`src/rtl/core/cscd_pkg.sv`:
```
// ============================================================================
// cscd_pkg
// Shared types, codes and constants of the speed and cadence tracker.
// ============================================================================
package cscd_pkg;

  // item operation codes
  typedef enum logic [1:0] {
    OP_MEAS = 2'd0,
    OP_TICK = 2'd1,
    OP_DISC = 2'd2,
    OP_TAKE = 2'd3
  } op_e;

  // sequencer states
  typedef enum logic [3:0] {
    ST_IDLE,
    ST_DISPATCH,
    ST_CR_START,
    ST_CR_MUL1,
    ST_CR_MUL2,
    ST_CR_DIV,
    ST_WH_START,
    ST_WH_MUL1,
    ST_WH_MUL2,
    ST_WH_DIV,
    ST_FINISH
  } state_e;

  // serial multiplier: a 32-bit multiplicand times a 16-bit multiplier
  localparam int unsigned MUL_A_W = 32;
  localparam int unsigned MUL_B_W = 16;
  localparam int unsigned PROD_W  = MUL_A_W + MUL_B_W;

  // restoring divider width (numerator, divisor and quotient)
  localparam int unsigned DIV_W = PROD_W;

  // configuration port
  localparam int unsigned CFG_IDX_W  = 8;
  localparam int unsigned CFG_DATA_W = 20;

  localparam logic [CFG_IDX_W-1:0] CFG_STALE      = 8'd0;
  localparam logic [CFG_IDX_W-1:0] CFG_CAD_LIMIT  = 8'd1;
  localparam logic [CFG_IDX_W-1:0] CFG_REVS_LIMIT = 8'd2;
  localparam logic [CFG_IDX_W-1:0] CFG_TICKS_PS   = 8'd3;

  localparam logic [19:0] STALE_RST      = 20'd3000;
  localparam logic [15:0] CAD_LIMIT_RST  = 16'd2500;
  localparam logic [7:0]  REVS_LIMIT_RST = 8'd16;
  localparam logic [15:0] TICKS_PS_RST   = 16'd1024;

  // tenths of rpm per (rev per tick) / ticks-per-second, and us per second
  localparam logic [MUL_B_W-1:0] CADENCE_SCALE = 16'd600;
  localparam logic [MUL_A_W-1:0] US_PER_S      = 32'd1000000;

  // status from the datapath to the sequencer
  typedef struct packed {
    logic in_valid;
    op_e  op;
    logic wheel_present;
    logic crank_present;
    logic cr_first;
    logic cr_skip;
    logic wh_first;
    logic wh_skip;
    logic mul_done;
    logic div_done;
    logic out_free;
  } stat_t;

  // strobes from the sequencer to the datapath
  typedef struct packed {
    logic in_ready;
    logic dispatch;
    logic cr_start;
    logic cr_mul2;
    logic cr_div;
    logic cr_end;
    logic wh_start;
    logic wh_mul2;
    logic wh_div;
    logic wh_end;
    logic finish;
  } ctrl_t;

endpackage

```
`src/rtl/core/cscd_mul.sv`:
```
// ============================================================================
// cscd_mul
// Shift-and-add multiplier, one multiplier bit per cycle.
// ============================================================================
module cscd_mul (
  input  logic                             clk_i,
  input  logic                             rst_ni,
  input  logic                             start_i,
  input  logic [cscd_pkg::MUL_A_W-1:0]     a_i,
  input  logic [cscd_pkg::MUL_B_W-1:0]     b_i,
  output logic [cscd_pkg::PROD_W-1:0]      prod_o,
  output logic                             done_o
);
  import cscd_pkg::*;

  localparam int unsigned CNT_W = $clog2(MUL_B_W);

  logic [MUL_A_W-1:0] a_q;
  logic [PROD_W-1:0]  p_q, p_d;
  logic [MUL_A_W:0]   sum;
  logic [CNT_W-1:0]   cnt_q;
  logic               busy_q, done_q;
  logic               last;

  // add the multiplicand into the upper half, then shift right one bit
  always_comb begin
    sum  = {1'b0, p_q[PROD_W-1:MUL_B_W]} + (p_q[0] ? {1'b0, a_q} : '0);
    p_d  = {sum, p_q[MUL_B_W-1:1]};
    last = (cnt_q == CNT_W'(MUL_B_W - 1));
  end

  // control
  always_ff @(posedge clk_i or negedge rst_ni) begin
    if (!rst_ni) begin
      busy_q <= 1'b0;
      done_q <= 1'b0;
      cnt_q  <= '0;
    end else begin
      done_q <= busy_q && last;
      if (start_i) begin
        busy_q <= 1'b1;
        cnt_q  <= '0;
      end else if (busy_q) begin
        cnt_q <= cnt_q + 1'b1;
        if (last) begin
          busy_q <= 1'b0;
        end
      end
    end
  end

  // datapath
  always_ff @(posedge clk_i) begin
    if (start_i) begin
      a_q <= a_i;
      p_q <= {{MUL_A_W{1'b0}}, b_i};
    end else if (busy_q) begin
      p_q <= p_d;
    end
  end

  assign prod_o = p_q;
  assign done_o = done_q;

endmodule

```
`src/rtl/core/cscd_div.sv`:
```
// ============================================================================
// cscd_div
// Restoring divider, one quotient bit per cycle.
// ============================================================================
module cscd_div (
  input  logic                         clk_i,
  input  logic                         rst_ni,
  input  logic                         start_i,
  input  logic [cscd_pkg::DIV_W-1:0]   num_i,
  input  logic [cscd_pkg::DIV_W-1:0]   den_i,
  output logic [cscd_pkg::DIV_W-1:0]   quo_o,
  output logic                         done_o
);
  import cscd_pkg::*;

  localparam int unsigned CNT_W = $clog2(DIV_W);

  logic [DIV_W-1:0] rem_q, quo_q, den_q;
  logic [DIV_W:0]   trial, diff;
  logic             ge;
  logic [CNT_W-1:0] cnt_q;
  logic             busy_q, done_q;
  logic             last;

  // shift in the next numerator bit and try a subtract
  always_comb begin
    trial = {rem_q, quo_q[DIV_W-1]};
    diff  = trial - {1'b0, den_q};
    ge    = (trial >= {1'b0, den_q});
    last  = (cnt_q == CNT_W'(DIV_W - 1));
  end

  // control
  always_ff @(posedge clk_i or negedge rst_ni) begin
    if (!rst_ni) begin
      busy_q <= 1'b0;
      done_q <= 1'b0;
      cnt_q  <= '0;
    end else begin
      done_q <= busy_q && last;
      if (start_i) begin
        busy_q <= 1'b1;
        cnt_q  <= '0;
      end else if (busy_q) begin
        cnt_q <= cnt_q + 1'b1;
        if (last) begin
          busy_q <= 1'b0;
        end
      end
    end
  end

  // datapath: quotient bits enter where numerator bits leave
  always_ff @(posedge clk_i) begin
    if (start_i) begin
      rem_q <= '0;
      quo_q <= num_i;
      den_q <= den_i;
    end else if (busy_q) begin
      rem_q <= ge ? diff[DIV_W-1:0] : trial[DIV_W-1:0];
      quo_q <= {quo_q[DIV_W-2:0], ge};
    end
  end

  assign quo_o  = quo_q;
  assign done_o = done_q;

endmodule

```
`src/rtl/core/cscd_ctrl.sv`:
```
// ============================================================================
// cscd_ctrl
// Sequencer: walks one item through crank and wheel work and the result.
// ============================================================================
module cscd_ctrl (
  input  logic            clk_i,
  input  logic            rst_ni,
  input  cscd_pkg::stat_t stat_i,
  output cscd_pkg::ctrl_t ctrl_o
);
  import cscd_pkg::*;

  state_e state_q, state_d;

  // state register
  always_ff @(posedge clk_i or negedge rst_ni) begin
    if (!rst_ni) begin
      state_q <= ST_IDLE;
    end else begin
      state_q <= state_d;
    end
  end

  // next state
  always_comb begin
    state_d = state_q;
    case (state_q)
      ST_IDLE: begin
        if (stat_i.in_valid) state_d = ST_DISPATCH;
      end
      ST_DISPATCH: begin
        if (stat_i.op == OP_MEAS && stat_i.crank_present) begin
          state_d = ST_CR_START;
        end else if (stat_i.op == OP_MEAS && stat_i.wheel_present) begin
          state_d = ST_WH_START;
        end else begin
          state_d = ST_FINISH;
        end
      end
      ST_CR_START: begin
        if (!stat_i.cr_first && !stat_i.cr_skip) begin
          state_d = ST_CR_MUL1;
        end else if (stat_i.wheel_present) begin
          state_d = ST_WH_START;
        end else begin
          state_d = ST_FINISH;
        end
      end
      ST_CR_MUL1: begin
        if (stat_i.mul_done) state_d = ST_CR_MUL2;
      end
      ST_CR_MUL2: begin
        if (stat_i.mul_done) state_d = ST_CR_DIV;
      end
      ST_CR_DIV: begin
        if (stat_i.div_done) begin
          state_d = stat_i.wheel_present ? ST_WH_START : ST_FINISH;
        end
      end
      ST_WH_START: begin
        if (!stat_i.wh_first && !stat_i.wh_skip) begin
          state_d = ST_WH_MUL1;
        end else begin
          state_d = ST_FINISH;
        end
      end
      ST_WH_MUL1: begin
        if (stat_i.mul_done) state_d = ST_WH_MUL2;
      end
      ST_WH_MUL2: begin
        if (stat_i.mul_done) state_d = ST_WH_DIV;
      end
      ST_WH_DIV: begin
        if (stat_i.div_done) state_d = ST_FINISH;
      end
      ST_FINISH: begin
        if (stat_i.out_free) state_d = ST_IDLE;
      end
      default: state_d = ST_IDLE;
    endcase
  end

  // strobes
  always_comb begin
    ctrl_o = '0;
    case (state_q)
      ST_IDLE:     ctrl_o.in_ready = 1'b1;
      ST_DISPATCH: ctrl_o.dispatch = 1'b1;
      ST_CR_START: ctrl_o.cr_start = 1'b1;
      ST_CR_MUL1:  ctrl_o.cr_mul2  = stat_i.mul_done;
      ST_CR_MUL2:  ctrl_o.cr_div   = stat_i.mul_done;
      ST_CR_DIV:   ctrl_o.cr_end   = stat_i.div_done;
      ST_WH_START: ctrl_o.wh_start = 1'b1;
      ST_WH_MUL1:  ctrl_o.wh_mul2  = stat_i.mul_done;
      ST_WH_MUL2:  ctrl_o.wh_div   = stat_i.mul_done;
      ST_WH_DIV:   ctrl_o.wh_end   = stat_i.div_done;
      ST_FINISH:   ctrl_o.finish   = stat_i.out_free;
      default:     ctrl_o = '0;
    endcase
  end

endmodule

```
`src/rtl/core/cycling_speed_cadence_tracker.sv`:
```
// ============================================================================
// cycling_speed_cadence_tracker
// Crank cadence and wheel interval tracking over a serial multiply/divide unit.
// ============================================================================
//
//   channel  direction  handshake                  payload
//   -------  ---------  -------------------------  ------------------------------
//   in       input      in_valid_i / in_ready_o    op, now_ms, presence, samples
//   out      output     out_valid_o / out_ready_i  cadence, deltas, ages, flags
//   cfg      input      cfg_valid_i / cfg_ready_o  cfg_index_i, cfg_data_i
//
// An item passes through dispatch and finish, plus a crank pass for crank data
// that is differenced and a wheel pass for wheel data that is differenced.
// Each such sample runs two bit-serial multiplies and one restoring divide
// on the shared units. Reset sets the control, configuration and tracker
// registers at once, with no sweep; item latch, scratch and result data are
// not reset. A result waits in the output register; a stalled output holds
// the sequencer in its final state, and cfg is always ready.
//
module cycling_speed_cadence_tracker (
  input  logic                              clk_i,
  input  logic                              rst_ni,
  // input items
  input  logic                              in_valid_i,
  output logic                              in_ready_o,
  input  logic [1:0]                        op_i,
  input  logic [31:0]                       now_ms_i,
  input  logic                              wheel_present_i,
  input  logic                              crank_present_i,
  input  logic [31:0]                       wheel_revs_total_i,
  input  logic [15:0]                       wheel_event_time_i,
  input  logic [15:0]                       crank_revs_total_i,
  input  logic [15:0]                       crank_event_time_i,
  // result items
  output logic                              out_valid_o,
  input  logic                              out_ready_i,
  output logic [15:0]                       cadence_tenths_rpm_o,
  output logic                              cadence_ok_o,
  output logic [7:0]                        delta_wheel_revs_o,
  output logic [31:0]                       delta_interval_us_o,
  output logic                              speed_active_o,
  output logic [31:0]                       crank_age_ms_o,
  output logic [31:0]                       wheel_age_ms_o,
  output logic                              wheel_seen_flag_o,
  output logic                              crank_seen_flag_o,
  // configuration writes
  input  logic                              cfg_valid_i,
  output logic                              cfg_ready_o,
  input  logic [cscd_pkg::CFG_IDX_W-1:0]    cfg_index_i,
  input  logic [cscd_pkg::CFG_DATA_W-1:0]   cfg_data_i
);
  import cscd_pkg::*;

  stat_t stat;
  ctrl_t ctrl;

  // configuration registers
  logic [19:0] stale_q;
  logic [15:0] cad_limit_q;
  logic [7:0]  revs_limit_q;
  logic [15:0] tps_q;

  // latched item
  op_e         op_q;
  logic [31:0] now_q;
  logic        wp_q, cp_q;
  logic [31:0] wrev_q;
  logic [15:0] wtime_q, crev_q, ctime_q;

  // tracker state
  logic [15:0] prev_crank_count_q, prev_crank_stamp_q;
  logic        crank_sampled_q;
  logic [31:0] crank_event_ms_q;
  logic [15:0] cadence_value_q;
  logic        cadence_valid_q;
  logic [31:0] prev_wheel_count_q;
  logic [15:0] prev_wheel_stamp_q;
  logic        wheel_sampled_q, wheel_seen_q;
  logic [31:0] wheel_event_ms_q;
  logic [7:0]  pending_revs_q;
  logic [31:0] pending_interval_q;
  logic        wheel_flag_q, crank_flag_q;

  // scratch for the sample in flight
  logic [15:0]       crank_dt_q, wheel_dt_q;
  logic [7:0]        applied_q;
  logic [PROD_W-1:0] wheel_den_q;

  // output register
  logic        out_valid_q;
  logic [15:0] out_cad_q;
  logic        out_cad_ok_q;
  logic [7:0]  out_revs_q;
  logic [31:0] out_int_q;
  logic        out_speed_q;
  logic [31:0] out_crank_age_q, out_wheel_age_q;
  logic        out_wflag_q, out_cflag_q;

  // shared arithmetic
  logic [MUL_A_W-1:0] mul_a;
  logic [MUL_B_W-1:0] mul_b;
  logic [PROD_W-1:0]  mul_prod;
  logic               mul_start, mul_done;
  logic [DIV_W-1:0]   div_den, div_quo;
  logic               div_start, div_done;

  // sample differences and ages
  logic [15:0] crank_drev, crank_dt, wheel_dt;
  logic [31:0] wheel_drev;
  logic [7:0]  wheel_applied;
  logic [31:0] crank_age, wheel_age;
  logic        cad_accept, cad_stale, speed_now;
  logic [31:0] interval_sat;
  logic        in_fire;

  assign in_fire = in_valid_i && ctrl.in_ready;

  always_comb begin
    crank_drev    = crev_q - prev_crank_count_q;
    crank_dt      = ctime_q - prev_crank_stamp_q;
    wheel_drev    = wrev_q - prev_wheel_count_q;
    wheel_dt      = wtime_q - prev_wheel_stamp_q;
    wheel_applied = (wheel_drev > {24'd0, revs_limit_q}) ? revs_limit_q : wheel_drev[7:0];
    crank_age     = now_q - crank_event_ms_q;
    wheel_age     = now_q - wheel_event_ms_q;
    cad_stale     = (crank_age >= {12'd0, stale_q});
    speed_now     = wheel_seen_q && (wheel_age < {12'd0, stale_q});
    cad_accept    = (div_quo[DIV_W-1:16] == '0) && (div_quo[15:0] != 16'd0)
                    && (div_quo[15:0] <= cad_limit_q);
    interval_sat  = (div_quo[DIV_W-1:32] != '0) ? 32'hFFFF_FFFF : div_quo[31:0];
  end

  // status to the sequencer
  always_comb begin
    stat.in_valid      = in_valid_i;
    stat.op            = op_q;
    stat.wheel_present = wp_q;
    stat.crank_present = cp_q;
    stat.cr_first      = !crank_sampled_q;
    stat.cr_skip       = (crank_drev == 16'd0) || (crank_dt == 16'd0);
    stat.wh_first      = !wheel_sampled_q;
    stat.wh_skip       = (wheel_drev == 32'd0) || (wheel_dt == 16'd0) || (tps_q == 16'd0);
    stat.mul_done      = mul_done;
    stat.div_done      = div_done;
    stat.out_free      = !out_valid_q || out_ready_i;
  end

  cscd_ctrl u_ctrl (
    .clk_i  (clk_i),
    .rst_ni (rst_ni),
    .stat_i (stat),
    .ctrl_o (ctrl)
  );

  // multiplier operand select
  always_comb begin
    mul_start = (ctrl.cr_start && !stat.cr_first && !stat.cr_skip) || ctrl.cr_mul2
                || (ctrl.wh_start && !stat.wh_first && !stat.wh_skip) || ctrl.wh_mul2;
    if (ctrl.cr_start) begin
      mul_a = {16'd0, crank_drev};
      mul_b = tps_q;
    end else if (ctrl.cr_mul2) begin
      mul_a = mul_prod[MUL_A_W-1:0];
      mul_b = CADENCE_SCALE;
    end else if (ctrl.wh_start) begin
      mul_a = wheel_drev;
      mul_b = tps_q;
    end else begin
      mul_a = US_PER_S;
      mul_b = wheel_dt_q;
    end
    div_start = ctrl.cr_div || ctrl.wh_div;
    div_den   = ctrl.cr_div ? {{(DIV_W-16){1'b0}}, crank_dt_q} : wheel_den_q;
  end

  cscd_mul u_mul (
    .clk_i   (clk_i),
    .rst_ni  (rst_ni),
    .start_i (mul_start),
    .a_i     (mul_a),
    .b_i     (mul_b),
    .prod_o  (mul_prod),
    .done_o  (mul_done)
  );

  cscd_div u_div (
    .clk_i   (clk_i),
    .rst_ni  (rst_ni),
    .start_i (div_start),
    .num_i   (mul_prod),
    .den_i   (div_den),
    .quo_o   (div_quo),
    .done_o  (div_done)
  );

  // configuration writes, always taken
  assign cfg_ready_o = 1'b1;

  always_ff @(posedge clk_i or negedge rst_ni) begin
    if (!rst_ni) begin
      stale_q      <= STALE_RST;
      cad_limit_q  <= CAD_LIMIT_RST;
      revs_limit_q <= REVS_LIMIT_RST;
      tps_q        <= TICKS_PS_RST;
    end else if (cfg_valid_i) begin
      case (cfg_index_i)
        CFG_STALE:      stale_q      <= cfg_data_i;
        CFG_CAD_LIMIT:  cad_limit_q  <= cfg_data_i[15:0];
        CFG_REVS_LIMIT: revs_limit_q <= cfg_data_i[7:0];
        CFG_TICKS_PS:   tps_q        <= cfg_data_i[15:0];
        default: ;
      endcase
    end
  end

  // item latch and per-sample scratch
  always_ff @(posedge clk_i) begin
    if (in_fire) begin
      op_q    <= op_e'(op_i);
      now_q   <= now_ms_i;
      wp_q    <= wheel_present_i;
      cp_q    <= crank_present_i;
      wrev_q  <= wheel_revs_total_i;
      wtime_q <= wheel_event_time_i;
      crev_q  <= crank_revs_total_i;
      ctime_q <= crank_event_time_i;
    end
    if (ctrl.cr_start) crank_dt_q <= crank_dt;
    if (ctrl.wh_start) begin
      wheel_dt_q <= wheel_dt;
      applied_q  <= wheel_applied;
    end
    if (ctrl.wh_mul2) wheel_den_q <= mul_prod;
  end

  // tracker state updates
  always_ff @(posedge clk_i or negedge rst_ni) begin
    if (!rst_ni) begin
      prev_crank_count_q <= '0;
      prev_crank_stamp_q <= '0;
      crank_sampled_q    <= 1'b0;
      crank_event_ms_q   <= '0;
      cadence_value_q    <= '0;
      cadence_valid_q    <= 1'b0;
      prev_wheel_count_q <= '0;
      prev_wheel_stamp_q <= '0;
      wheel_sampled_q    <= 1'b0;
      wheel_seen_q       <= 1'b0;
      wheel_event_ms_q   <= '0;
      pending_revs_q     <= '0;
      pending_interval_q <= '0;
      wheel_flag_q       <= 1'b0;
      crank_flag_q       <= 1'b0;
    end else begin
      // operation-level updates
      if (ctrl.dispatch) begin
        case (op_q)
          OP_MEAS: begin
            wheel_flag_q <= wp_q;
            crank_flag_q <= cp_q;
          end
          OP_TICK: begin
            if (cadence_valid_q && cad_stale) begin
              cadence_value_q <= '0;
              cadence_valid_q <= 1'b0;
            end
          end
          OP_DISC: begin
            crank_sampled_q    <= 1'b0;
            wheel_sampled_q    <= 1'b0;
            cadence_valid_q    <= 1'b0;
            cadence_value_q    <= '0;
            crank_flag_q       <= 1'b0;
            pending_revs_q     <= '0;
            pending_interval_q <= '0;
          end
          default: ;
        endcase
      end
      // crank sample
      if (ctrl.cr_start) begin
        prev_crank_count_q <= crev_q;
        prev_crank_stamp_q <= ctime_q;
        if (stat.cr_first) begin
          crank_sampled_q  <= 1'b1;
          crank_event_ms_q <= now_q;
        end else if (!stat.cr_skip) begin
          crank_event_ms_q <= now_q;
        end
      end
      if (ctrl.cr_end && cad_accept) begin
        cadence_value_q <= div_quo[15:0];
        cadence_valid_q <= 1'b1;
      end
      // wheel sample
      if (ctrl.wh_start) begin
        prev_wheel_count_q <= wrev_q;
        prev_wheel_stamp_q <= wtime_q;
        wheel_seen_q       <= 1'b1;
        wheel_event_ms_q   <= now_q;
        if (stat.wh_first) wheel_sampled_q <= 1'b1;
      end
      if (ctrl.wh_end && (div_quo != '0)) begin
        pending_revs_q     <= applied_q;
        pending_interval_q <= interval_sat;
      end
      // a take clears the pending delta once reported
      if (ctrl.finish && op_q == OP_TAKE) begin
        pending_revs_q     <= '0;
        pending_interval_q <= '0;
      end
    end
  end

  // result register
  always_ff @(posedge clk_i or negedge rst_ni) begin
    if (!rst_ni) begin
      out_valid_q <= 1'b0;
    end else if (ctrl.finish) begin
      out_valid_q <= 1'b1;
    end else if (out_ready_i) begin
      out_valid_q <= 1'b0;
    end
  end

  always_ff @(posedge clk_i) begin
    if (ctrl.finish) begin
      out_cad_q       <= cadence_value_q;
      out_cad_ok_q    <= cadence_valid_q;
      out_revs_q      <= pending_revs_q;
      out_int_q       <= pending_interval_q;
      out_speed_q     <= speed_now;
      out_crank_age_q <= crank_sampled_q ? crank_age : 32'hFFFF_FFFF;
      out_wheel_age_q <= wheel_seen_q ? wheel_age : 32'hFFFF_FFFF;
      out_wflag_q     <= wheel_flag_q;
      out_cflag_q     <= crank_flag_q;
    end
  end

  assign in_ready_o           = ctrl.in_ready;
  assign out_valid_o          = out_valid_q;
  assign cadence_tenths_rpm_o = out_cad_q;
  assign cadence_ok_o         = out_cad_ok_q;
  assign delta_wheel_revs_o   = out_revs_q;
  assign delta_interval_us_o  = out_int_q;
  assign speed_active_o       = out_speed_q;
  assign crank_age_ms_o       = out_crank_age_q;
  assign wheel_age_ms_o       = out_wheel_age_q;
  assign wheel_seen_flag_o    = out_wflag_q;
  assign crank_seen_flag_o    = out_cflag_q;

  // an accepted item keeps the input closed while it is worked on
  assert property (@(posedge clk_i) disable iff (!rst_ni)
    in_valid_i && in_ready_o |=> !in_ready_o)
    else $error("input open right after an accepted item");

  // an invalid cadence always reads as zero
  assert property (@(posedge clk_i) disable iff (!rst_ni)
    out_valid_o && !cadence_ok_o |-> cadence_tenths_rpm_o == 16'd0)
    else $error("cadence value without valid flag");

  // pending revolutions never come without an interval
  assert property (@(posedge clk_i) disable iff (!rst_ni)
    out_valid_o && delta_wheel_revs_o != 8'd0 |-> delta_interval_us_o != 32'd0)
    else $error("pending revolutions with zero interval");

  // the result register is loaded only when it is free
  assert property (@(posedge clk_i) disable iff (!rst_ni)
    ctrl.finish |-> !out_valid_q || out_ready_i)
    else $error("result overwritten before it was taken");

endmodule
```
`config.mk`:
```
export PLATFORM = sky130hd
export DESIGN_NAME = cycling_speed_cadence_tracker
export DESIGN_NICKNAME = d
export VERILOG_FILES = /design/src/rtl/core/cscd_pkg.sv /design/src/rtl/core/cscd_mul.sv /design/src/rtl/core/cscd_div.sv /design/src/rtl/core/cscd_ctrl.sv /design/src/rtl/core/cycling_speed_cadence_tracker.sv
export SDC_FILE = /design/constraint.sdc
export NUM_CORES = 2
export LEC_CHECK = 0
export BUFFER_PORTS_ARGS = -buffer_cell sky130_fd_sc_hd__buf_2
export CORE_MARGIN = 4
export CORE_UTILIZATION = 35
export CTS_CLUSTER_DIAMETER = 150
export CTS_CLUSTER_SIZE = 28
export DETAILED_ROUTE_END_ITERATION = 8
export PLACE_DENSITY = 0.48
export SKIP_CTS_REPAIR_TIMING = 1
export SLEW_MARGIN = 10
export SYNTH_ARGS = -nofsm -noshare
export SYNTH_HDL_FRONTEND = slang
export SYNTH_SLANG_ARGS = --single-unit
```
`constraint.sdc`:
```
create_clock -name clk_i -period 10.5 [get_ports clk_i]
set_input_delay 0.525 -clock clk_i [delete_from_list [all_inputs] [get_ports clk_i]]
set_output_delay 0.525 -clock clk_i [all_outputs]
set_load 0.02 [all_outputs]
```
### Yosys cells after proc, flatten, opt, wreduce, memory -nomap -nowiden

Cells that the tools add are included.
W data, S select, Z words.

* word-level logic and storage cells: 237
* input port bits: 149
* bits in registers: 837
* output and inout bits: 127

* add/subtract/negate cells: 10
* equal/unequal tests: 28
* magnitude comparators: 5
* mux-type cells: 79
* reductions and logical operators: 59

Operators by type and width (number)
* $mux W32: 10
* $mux W16: 10
* $mux W48: 3
* $sub A32 B32 Y32: 3
* $logic_not A16 Y1: 4
* $logic_not A32 Y1: 2
* $mux W4: 15
* $ge A49 B48 Y1: 1
* $reduce_bool A48 Y1: 1
* $sub A16 B16 Y16: 3
* $sub A48 B48 Y48: 1
* $pmux W4 S11: 1
* $mux W8: 5
* $add A32 B32 Y33: 1
* $ge A32 B20 Y1: 1
* $gt A32 B8 Y1: 1
* $lt A32 B20 Y1: 1
* $pmux W16 S2: 1
* $reduce_bool A16 Y1: 2
* $mux W1: 30
* $logic_and A1 B1 Y1: 18
* $eq A4 B3 Y1 const B: 4
* $eq A4 B4 Y1 const B: 4
* $eq A8 B2 Y1 const B: 2
* 24 further kinds: 57

### Longest topological paths before layout

* depth after elaboration: 9
* mapped depth: 23
* mapped depth without buffers: 22

### Hierarchy

From an unflattened synthesis, not the netlist that was laid out.

* cells, all modules: 4395
* area total of the unflattened synthesis: 46066.7 µm²

Modules (own cells, without submodules)
* cycling_speed_cadence_tracker: area an instance 31600.3 µm², instances 1, cells an instance 2942, seq. area each 16548.4 µm²
* cscd_div: area an instance 9049.9 µm², instances 1, cells an instance 901, seq. area each 4043.9 µm²
* cscd_mul: area an instance 4902.2 µm², instances 1, cells an instance 477, seq. area each 2232.1 µm²
* cscd_ctrl: area an instance 514.2 µm², instances 1, cells an instance 75, seq. area each 100.1 µm²

### Worst setup path after synthesis

No wires, ideal clock.

* path kind: register to register
* from: register u_ctrl.state_q[1]
* to: register pending_revs_q[0]
* buffers on the path: 2
* slack: 5.767 ns
* library setup time: 0.121 ns
* data arrival time: 4.612 ns
* required time: 10.379 ns
* stages on the path, launching flop included: 8
* period minus slack after synthesis: 4.733 ns
* cell sequence: dfrtp_1 > clkbuf_1 > nor2b_1 > and3_1 > a21o_1 > a21oi_1 > clkbuf_1 > a22o_1

RTL lines
* start, declared: RTL line cscd_ctrl.sv:13 `state_e state_q, state_d;`
* start signal, assigned: RTL line cscd_ctrl.sv:20 `state_q <= state_d;`
* end signal, assigned: RTL line cycling_speed_cadence_tracker.sv:304 `pending_revs_q <= applied_q;`
* end, declared: RTL line cycling_speed_cadence_tracker.sv:80 `logic [7:0] pending_revs_q;`

### Worst setup path in the final report

* from: register now_q[1]
* to: register cadence_value_q[8]

* cells in the longest elaborated chain, start to end: 5

Ends and longest elaborated chain
* start, declared: RTL line cycling_speed_cadence_tracker.sv:65 `logic [31:0] now_q;`
* start signal, assigned: RTL line cycling_speed_cadence_tracker.sv:220 `now_q <= now_ms_i;`
* $sub A32 B32 Y32: RTL line cycling_speed_cadence_tracker.sv:124 `crank_age = now_q - crank_event_ms_q;`
* via crank_age[13]: RTL line cycling_speed_cadence_tracker.sv:111 `logic [31:0] crank_age, wheel_age;`
* $ge A32 B20 Y1: RTL line cycling_speed_cadence_tracker.sv:126 `cad_stale = (crank_age >= {12'd0, stale_q});`
* $logic_and A1 B1 Y1: RTL line cycling_speed_cadence_tracker.sv:263 `if (cadence_valid_q && cad_stale) begin`
* $ne A3 B3 Y1 (no source line)
* $reduce_and A3 Y1 (no source line)
* end signal, assigned: RTL line cycling_speed_cadence_tracker.sv:292 `cadence_value_q <= div_quo[15:0];`
* end, declared: RTL line cycling_speed_cadence_tracker.sv:74 `logic [15:0] cadence_value_q;`

The timed path passes the listed nets, and every way through them passes these cells.
A chain may end at the register's enable or synchronous reset.

==> impl_metrics.tcl <==
set metrics [dict create \
    worst_ir_drop_vdd_uv 131.2 \
    dpl.hpwl_mm 95.54 \
    syn_inst 4295 \
    grt_pass1_wl_mm 194.0 \
    cts_tree "built" \
    cp_max_fo 17 \
    grt_usage_pct 18.85 \
    num_rows 130 \
    cts.path.max_buffers 3 \
    path_clk_slew_ns 0.12 \
    gp_congestion 0.9026 \
    vias 31719 \
    antenna_found_initial 6 \
    overflow 0 \
    num_io_pins 276 \
    async_flop_share_pct 34.05 \
    portBuffers 274 \
    htreeDepth 2 \
    finalSetupTns_ns 0 \
    fp.dieArea_sq_um 133600 \
    setup_violations 0 \
    yosys.area.top_type_share_pct 31.67 \
    tightestPinTransition_ns 1.095 \
    max_stage_delay_ns 0.86 \
    drc 0 \
    hp-class "in -> reg" \
    core_area_sq_um 126400 \
    cp_slowest_cell "a41oi_2" \
    wl_per_cell_microns 20.61 \
    maxSlewHeadroom_pct 26.34 \
    required_ns 10.98 \
    synth_area_sq_um 44750 \
    fmax_mhz 196.8 \
    worstSetupPathType "reg -> reg" \
    cp-end-kind "flop" \
    p_total_uw 14580 \
    synth_edf_count 472 \
    worst-endpoint-arrival_ns 5.56 \
    max_cap_violations 0 \
    clock_sinks 837 \
    skew_ns 0.04325 \
    status "finished clean" \
    fill_cells 12527 \
    synthFlopType "edfxtp_1" \
    initialDrtViolationCount 2155 \
    finish.utilization_pct 38.85 \
    ys_seq_elements 837 \
    crit_chain "ha_1 -> nor2b_1 -> o21a_1 -> o21ai_0 -> a211oi_1 -> nor3_1 -> o21bai_1 -> a21oi_1 -> nor2_1 -> nor2_1 -> xnor2_1 -> ha_1 -> o21ai_0 -> a21oi_1 -> nor3_1 -> o21ai_0 -> a21oi_1 -> o2111ai_1 -> and4b_1 -> a41oi_2 -> nor2_1" \
    finalWirelength_mm 127.3 \
    rsz0062_at_grt "false" \
    cellPowerDensity_nw_per_um2 296.9 \
    area_growth_pct 9.713 \
    first_global_vias 31406 \
    die_x_microns 365.6 \
    grt_max_degree 107 \
    layout.nets 4936 \
    synth_top_area_cell "edfxtp_1" \
    finalHoldViolCount 0 \
    antenna_left 0 \
    start_util_pct 35.41 \
    die-height_microns 365.6 \
    p_leak_uw 0.02062 \
    start_kind "flop" \
    syn_avg_cell_area_sq_um 10.42 \
    cts_buffers 36 \
    via_per_inst 5.136 \
    synth_warnings 0 \
    finalCritPeriodShare_pct 48.39 \
    ctsRootBufferMaster "clkbuf_16" \
    fin_hold_ws_ns 0.03855 \
    synth_cell_types 91 \
    first_pass_iters 5 \
    yosysSeqAreaShare_pct 51.23 \
    ys_top_cells_by_area "edfxtp_1 32%, dfrtp_1 15%, ha_1 7.9%" \
    min_period_ns 5.081 \
    syn_nets 4735 \
    finalMaxSlewViolations 0 \
    drive_gt1_share_pct 11.65 \
    clk-insertion-delay-late_ns 0.66 \
]
stage by stage:
step / std cells / setup slack (ns) / cell area, sq um
floorplan: 4295 / 5.767 / 44750
global placement: 6097 / 5.535 / 47880
detailed placement: 6097 / 5.587 / 47880
CTS: 6162 / 5.518 / 48980
global route: 6174 / 4.904 / 49090
finish: 6176 / 5.419 / 49100
state kept, by name, indices dropped and copies added (netlist names), 48 cells and up:
| register | flops |
|---|---|
| u_div.den_q | 48 |
| u_div.quo_o | 48 |
| u_div.rem_q | 48 |
| u_mul.prod_o | 48 |
| wheel_den_q | 48 |
critical path: cells and delay by family (launching register included):
kind	cells	cell delay [ns]
AOI/OAI and AO/OA	11	2.76
and+or+nand+nor	7	0.78
adders and majority gates	2	0.64
DFF	1	0.55
xor gates and xnor gates	1	0.14
logic make-up after synthesis:
| logic type | Yosys count | synth area share [%] |
|---|---|---|
| adders and majority gates | 291 | 8.270 |
| AOI/OAI and AO/OA | 1050 | 14.98 |
| other | 1 | 0.008380 |
| muxes | 191 | 4.647 |
| xor gates and xnor gates | 180 | 3.523 |
| and+or+nand+nor | 1269 | 13.26 |
| DFF | 837 | 51.23 |
| buffers and inverters | 476 | 4.085 |
report_power, final:
group	switching [uW]	total [uW]	internal, uW
clock network	1090	1790	703
logic	4530	7440	2910
registers	746	5340	4600
final cells by class:
cell class | count | area [sq um] | share of cell area, %
Antenna cell | 3 | 7.507 | 0.01529
Sequential cell | 837 | 22930 | 46.69
Timing Repair Buffer | 317 | 1732 | 3.527
Multi-Input combinational cell | 2982 | 20050 | 40.85
Clock buffer | 59 | 1040 | 2.118
Tap cell | 1650 | 2064 | 4.205
Inverter | 322 | 1216 | 2.477
Clock inverter | 6 | 57.56 | 0.1172
cells in the final DEF (no fill, tap or decap), types with 14 or more instances in the layout:
cell / netlist / final
nand2_1: 511 / 511
edfxtp_1: 472 / 472
o21ai_0: 330 / 330
inv_1: 319 / 317
ha_1: 283 / 283
nor2_1: 282 / 281
buf_2: 12 / 273
dfrtp_1: 271 / 270
a21oi_1: 230 / 229
xnor2_1: 112 / 112
a21o_1: 106 / 105
mux2_2: 98 / 98
mux2i_1: 84 / 84
dfxtp_1: 80 / 80
and2_1: 77 / 76
nand2b_1: 76 / 76
xor2_1: 68 / 68
a211oi_1: 58 / 58
nor3_1: 53 / 52
nand3_1: 52 / 51
nand4_1: 48 / 48
o21a_1: 45 / 45
clkbuf_16: 0 / 38
buf_4: 1 / 32
a22o_1: 31 / 31
nor2b_1: 30 / 30
nor4_1: 29 / 29
o21bai_1: 26 / 26
and3_1: 26 / 25
o211ai_1: 23 / 23
a31oi_1: 21 / 21
clkbuf_1: 131 / 20
or3_1: 16 / 16
or2_2: 15 / 15
o22ai_1: 14 / 14
dfstp_2: 14 / 14
cell usage after synthesis (15+ instances only):
cell type	count
dfxtp_1	80
nand4_1	48
or3_1	16
xnor2_1	112
dfrtp_1	271
nor2b_1	30
a21oi_1	230
or2_2	15
inv_1	319
nand2b_1	76
nand3_1	52
mux2i_1	84
o211ai_1	23
edfxtp_1	472
a22o_1	31
nor2_1	282
xor2_1	68
a21o_1	106
o21ai_0	330
ha_1	283
nor3_1	53
clkbuf_1	131
a211oi_1	58
a31oi_1	21
o21a_1	45
and3_1	26
and2_1	77
mux2_2	98
nor4_1	29
o21bai_1	26
nand2_1	511
per-layer routing:
layer | up-vias | GRT usage (%) | routed length [microns]
met3 | 148 | 2.608 | 4848
met4 | 0 | 5.873 | 4135
met2 | 556 | 31.68 | 60960
met5 | - | 0 | 0
met1 | 15266 | 25.25 | 57330
li1 | 15749 | - | -
worst paths after layout:
| check | startpoint | endpoint | slack (ns) | depth (start not counted) |
|---|---|---|---|---|
| setup / recovery | now_q[1]$_DFFE_PP_ | cadence_value_q[8]$_DFFE_PN0P_ | 5.42 | 21 |
| hold / removal | now_ms_i[26] | now_q[26]$_DFFE_PP_ | 0.04 | 1 |
| setup reg to reg | now_q[1]$_DFFE_PP_ | cadence_value_q[8]$_DFFE_PN0P_ | 5.42 | 21 |
| hold reg to reg | applied_q[3]$_DFFE_PP_ | pending_revs_q[3]$_DFFE_PN0P_ | 0.46 | 1 |
| max in group asynchronous | rst_ni | prev_crank_stamp_q[8]$_DFFE_PN0P_ | 7.72 | 4 |
| min in group asynchronous | rst_ni | wheel_event_ms_q[9]$_DFFE_PN0P_ | 0.44 | 2 |
(Power assumes the default switching activity.)
